==> config.mk <==
export PLATFORM = sky130hd
export DESIGN_NAME = eptt_cordic_cell
export DESIGN_NICKNAME = d
export VERILOG_FILES = /design/src/sv/eptt_pkg.sv /design/src/sv/eptt_cordic_cell.sv
export SDC_FILE = /design/constraint.sdc
export NUM_CORES = 2
export LEC_CHECK = 0
export BUFFER_PORTS_ARGS = -buffer_cell sky130_fd_sc_hd__buf_2
export CAP_MARGIN = 20
export CORE_AREA = 2 2 319 321
export DETAILED_ROUTE_END_ITERATION = 16
export DIE_AREA = 0 0 321 323
export SETUP_SLACK_MARGIN = 0.05
export SLEW_MARGIN = 20
export SYNTH_ARGS = -nofsm -noshare
export SYNTH_HDL_FRONTEND = slang
export SYNTH_SLANG_ARGS = --single-unit
export TNS_END_PERCENT = 100
==> constraint.sdc <==
create_clock -name clk -period 10.72 [get_ports clk]
set_input_delay 2.144 -clock clk [delete_from_list [all_inputs] [get_ports clk]]
set_output_delay 2.144 -clock clk [all_outputs]
set_load 0.02 [all_outputs]
==> src/sv/eptt_pkg.sv <==
// Types, constants and fixed-point helpers for the Euler pose to transform core.
// Used by every module of the block; no dependencies.
package eptt_pkg;

  localparam int CordicSteps = 16;
  localparam int StepW       = 4;
  localparam int LaneW       = 34;   // Q2.30 working width with guard bits
  localparam int TrigW       = 32;   // Q2.30 sine and cosine after the chain
  localparam int AngleW      = 16;
  localparam int ShiftW      = 32;
  localparam int EntryW      = 16;
  localparam int Latency     = 20;   // fold + 16 cells + 3 matrix stages

  localparam logic signed [LaneW-1:0] CordicGain = 34'sd652032874;
  localparam logic signed [17:0]      QuarterTurn = 18'sd16384;
  localparam logic signed [17:0]      HalfTurn    = 18'sd32768;
  localparam logic signed [17:0]      Q14One      = 18'sd16384;

  localparam int LROLL  = 0;
  localparam int LPITCH = 1;
  localparam int LYAW   = 2;

  typedef struct packed {
    logic signed [AngleW-1:0] roll_angle;
    logic signed [AngleW-1:0] pitch_angle;
    logic signed [AngleW-1:0] yaw_angle;
    logic signed [ShiftW-1:0] shift_x;
    logic signed [ShiftW-1:0] shift_y;
    logic signed [ShiftW-1:0] shift_z;
  } pose_req_t;

  typedef struct packed {
    logic signed [EntryW-1:0] r00;
    logic signed [EntryW-1:0] r01;
    logic signed [EntryW-1:0] r02;
    logic signed [EntryW-1:0] r10;
    logic signed [EntryW-1:0] r11;
    logic signed [EntryW-1:0] r12;
    logic signed [EntryW-1:0] r20;
    logic signed [EntryW-1:0] r21;
    logic signed [EntryW-1:0] r22;
    logic signed [ShiftW-1:0] out_x;
    logic signed [ShiftW-1:0] out_y;
    logic signed [ShiftW-1:0] out_z;
  } xform_res_t;

  typedef struct packed {
    logic signed [LaneW-1:0] x;
    logic signed [LaneW-1:0] y;
    logic signed [LaneW-1:0] z;
    logic                    flip;
  } cordic_lane_t;

  // one slot of the cell chain: three angle lanes plus the translation tag
  typedef struct packed {
    logic                    valid;
    cordic_lane_t [2:0]      lane;
    logic signed [ShiftW-1:0] sx;
    logic signed [ShiftW-1:0] sy;
    logic signed [ShiftW-1:0] sz;
  } cordic_slot_t;

  function automatic logic signed [LaneW-1:0] atan_units(input logic [StepW-1:0] idx);
    logic signed [LaneW-1:0] v;
    case (idx)
      4'd0:    v = 34'sh020000000;
      4'd1:    v = 34'sh012E4051E;
      4'd2:    v = 34'sh009FB385B;
      4'd3:    v = 34'sh0051111D4;
      4'd4:    v = 34'sh0028B0D43;
      4'd5:    v = 34'sh00145D7E1;
      4'd6:    v = 34'sh000A2F61E;
      4'd7:    v = 34'sh000517C55;
      4'd8:    v = 34'sh00028BE53;
      4'd9:    v = 34'sh000145F2F;
      4'd10:   v = 34'sh0000A2F98;
      4'd11:   v = 34'sh0000517CC;
      4'd12:   v = 34'sh000028BE6;
      4'd13:   v = 34'sh0000145F3;
      4'd14:   v = 34'sh00000A2FA;
      default: v = 34'sh00000517D;
    endcase
    return v;
  endfunction

  // Q2.30 product, rounded half toward plus infinity
  function automatic logic signed [TrigW-1:0] mul_q30(input logic signed [TrigW-1:0] a,
                                                      input logic signed [TrigW-1:0] b);
    logic signed [63:0] p;
    p = 64'(a) * 64'(b) + 64'sd536870912;
    return p[61:30];
  endfunction

  // Q2.30 to Q1.14 with rounding and saturation to plus or minus one
  function automatic logic signed [EntryW-1:0] to_q14(input logic signed [TrigW:0] v);
    logic signed [TrigW+1:0] t;
    logic signed [17:0]      r;
    t = 34'(v) + 34'sd32768;
    r = t[33:16];
    if (r > Q14One)       r = Q14One;
    else if (r < -Q14One) r = -Q14One;
    return r[EntryW-1:0];
  endfunction

endpackage

==> src/sv/eptt_cordic_cell.sv <==
// One rotation-mode CORDIC step applied to the three angle lanes of a chain slot.
// Depends on eptt_pkg.
module eptt_cordic_cell (
  input  logic                       clk,
  input  logic                       rst_n,
  input  logic [eptt_pkg::StepW-1:0] step_idx,
  input  eptt_pkg::cordic_slot_t     slot_in,
  output eptt_pkg::cordic_slot_t     slot_out
);

  eptt_pkg::cordic_slot_t slot_r, slot_nxt;
  logic signed [eptt_pkg::LaneW-1:0] atan_v;

  assign atan_v = eptt_pkg::atan_units(step_idx);

  always_comb begin
    slot_nxt = slot_in;
    for (int l = 0; l < 3; l++) begin
      if (!slot_in.lane[l].z[eptt_pkg::LaneW-1]) begin
        slot_nxt.lane[l].x = slot_in.lane[l].x - (slot_in.lane[l].y >>> step_idx);
        slot_nxt.lane[l].y = slot_in.lane[l].y + (slot_in.lane[l].x >>> step_idx);
        slot_nxt.lane[l].z = slot_in.lane[l].z - atan_v;
      end else begin
        slot_nxt.lane[l].x = slot_in.lane[l].x + (slot_in.lane[l].y >>> step_idx);
        slot_nxt.lane[l].y = slot_in.lane[l].y - (slot_in.lane[l].x >>> step_idx);
        slot_nxt.lane[l].z = slot_in.lane[l].z + atan_v;
      end
    end
  end

  always_ff @(posedge clk) begin
    if (!rst_n) slot_r <= '0;
    else        slot_r <= slot_nxt;
  end

  assign slot_out = slot_r;

endmodule

==> flow_summary.ini <==
[setup_path]
cp.required_ps = 11250
endpoint_kind = register
startpoint = step_idx[0]
critPathLaunchType = input port
crit_path_end = slot_out[404]
cp_max_fo = 115
crit_type = in2reg
critical_path_arrival_ps = 9040

[synth]
synth-edff-count = 0
synth_seq_cells = 406
yosysMostFrequentCell = nor2_1
synthArstFlopShare_pct = 0
synth_seq_area_share_pct = 18.9
synth_fp_nets = 5792
netlist_area_um2 = 42900
synth_top_area_cell = dfxtp_1
synth_cells = 5059
ys_types = 114
syn_avg_cell_area_um2 = 8.49
dominantRegCellSynth = dfxtp_1
synth-warning-count = 0
synth_area_leaders = dfxtp_1 (19%), mux4_2 (11%), ha_1 (9.1%), xnor2_1 (5.1%), a21oi_1 (5.0%)
synth_common_cells = nor2_1 (533), a21oi_1 (429), dfxtp_1 (406)
synth_top_area_share_pct = 18.9

[clock_tree]
cts_hold_buf = 0
post_cts_buffers = 0
cts_tree = yes
clockBufferDepth = 3
cts_sinks = 406
cts-htree-levels = 2
cts_resized = 0
clkTransAtPathRegs_ps = 60
clockRootBuffer = clkbuf_16
numCtsBuffers = 46

[route]
postRouteAntennaNets = 0
detail_route.first_pass.iterations = 7
vias_per_cell = 6.05
drc = 0
wirelength_mm = 171
drt_iter0_drc = 3846
vias = 42600
detail_route.wl_per_cell_um = 24.2

[sta]
fmax_mhz = 117
min_period_ps = 8510
rsz0062_at_grt = false
setup_viol = 0
final_hold_viol_count = 0
slew_violations = 0
post-route-period-util_pct = 79.4
setup_tns_ps = 0
relSlewSlack_pct = 30.5
tightestPinTransition_ps = 1030

[final_layout]
layoutNonFillerInstCount = 7047
largest_register_ffs = 406
utilization_pct = 48.9
drive_gt1_share_pct = 22.5
area_growth_pct = 14.6
area.sequential_um2 = 8130
num-fill-cells = 9880
multi_input_area_um2 = 32900
fin_nets = 6420

[floorplan]
placementRows = 117
initial_core_util_pct = 42.6
die_y_um = 323
io_pins = 818
die_w_um = 321
core-area_um2 = 101000
die-area_um2 = 104000

[global_route]
grt_pass1_wl_mm = 250
grt_pass1_vias = 40100
antenna_found_initial = 29
grt_usage_pct = 31.2
grt-ovfl-total = 0
grt_max_degree = 137

[status]
status = complete, no violations

[power]
p_per_area_nw_per_um2 = 153
irDropWorstVdd_v = 0.000151
leakagePower_nw = 22.1

[min_path]
hold_class = in2reg

[job]
drv_cap = 0

[placed_design]
numPortBuffers = 817
hpwlAfterDp_mm = 133
place_congestion = 0.968
placed_cells = 6948
[power by group]
group,internal (mW),switching (mW),total (mW)
registers,1.82,0.0980,1.91
logic,1.54,2.45,3.99
clock network,0.909,0.705,1.61
total,4.26,3.25,7.52
[cells in the final DEF, fill, tap and decap left out, types with 13 or more instances in the layout]
| cell | synthesis | final |
|---|---|---|
| mux2i_1 | 183 | 183 |
| o21a_1 | 44 | 44 |
| buf_2 | 59 | 809 |
| mux4_2 | 215 | 215 |
| a41oi_1 | 19 | 19 |
| ha_1 | 312 | 312 |
| o211ai_1 | 47 | 47 |
| nand3_1 | 74 | 74 |
| nand2_1 | 394 | 394 |
| nor2b_1 | 53 | 53 |
| nand2b_1 | 67 | 67 |
| nand4_1 | 32 | 32 |
| and2_1 | 183 | 183 |
| and3_1 | 57 | 57 |
| a211o_1 | 18 | 18 |
| nor3b_1 | 23 | 23 |
| o21ai_0 | 250 | 250 |
| dfxtp_1 | 406 | 406 |
| xor2_1 | 187 | 187 |
| nor3_1 | 111 | 111 |
| nor2_1 | 533 | 531 |
| o21bai_1 | 53 | 53 |
| o31ai_1 | 23 | 23 |
| diode_2 | 0 | 16 |
| a22oi_1 | 15 | 15 |
| a21oi_1 | 429 | 429 |
| a221oi_1 | 13 | 13 |
| buf_4 | 18 | 25 |
| inv_1 | 145 | 142 |
| o22ai_1 | 16 | 16 |
| a31oi_1 | 85 | 85 |
| a211oi_1 | 39 | 39 |
| clkbuf_16 | 0 | 46 |
| xnor2_1 | 249 | 249 |
| mux4_1 | 33 | 33 |
| mux2_2 | 85 | 85 |
| or3_1 | 29 | 29 |
| a21o_1 | 128 | 128 |
| a21boi_0 | 14 | 14 |
[critical path, cell delays in order]
cell and delay [ps]:
buf_8 570, buf_12 610, mux4_2 610, mux2_2 310
mux2i_2 410, ha_1 310, nand4b_1 200, nor3_1 320
a31oi_1 370, nor2_1 240, xor2_1 110, ha_1 390
nand3_1 190, nor2_1 190, and3_1 200, nor4b_1 250
a211oi_1 170, a2111oi_0 480, o21ai_0 210, a211o_1 300
xor2_1 180, and2_1 170
[how the worst min path moves through the flow]
stage | startpoint | endpoint | slack (ps) | cells past startpoint
after floorplan | slot_in[93] | slot_out[93] | 2270 | 1
after CTS | slot_in[77] | slot_out[77] | 1680 | 2
after detailed placement | slot_in[58] | slot_out[58] | 2350 | 2
after global routing | slot_in[47] | slot_out[47] | 1690 | 2
after global placement | slot_in[75] | slot_out[75] | 2350 | 2
final | slot_in[47] | slot_out[47] | 1710 | 2
[through the flow]
step	setup slack, ps	total power, mW	area, µm²	hold WS, ps
after floorplan	1350	4.71	42900	2270
after global placement	1640	5.88	47600	2350
after detailed placement	1620	5.88	47600	2350
after CTS	2270	7.52	49200	1680
after global routing	1580	7.97	49200	1690
final	2210	7.52	49200	1710
[layer usage]
layer / up-vias / track usage (%) / wire length (µm)
li1: 19900 / - / -
met1: 20300 / 39.5 / 68900
met2: 1984 / 52.0 / 80400
met3: 345 / 6.27 / 14100
met4: 24 / 12.7 / 6980
met5: - / 0 / 121
[cell type report]
cell class	count	area share (%)
clock buffer	62	2.64
sequential	406	16.5
multi-input combinational	4239	66.8
timing repair buffer	845	9.00
clock inverter	21	0.460
inverter	149	1.16
tap	1309	3.33
antenna	16	0.0814
[logic make-up after synthesis]
kind of cell	share of synthesized area [%]
fa+ha+maj	9.51
compound gates	19.7
buf+inv	4.56
flops	18.9
simple gates	18.5
mux	19.9
xor+xnor	8.93
No activity file was read; power rests on OpenSTA's default activity.
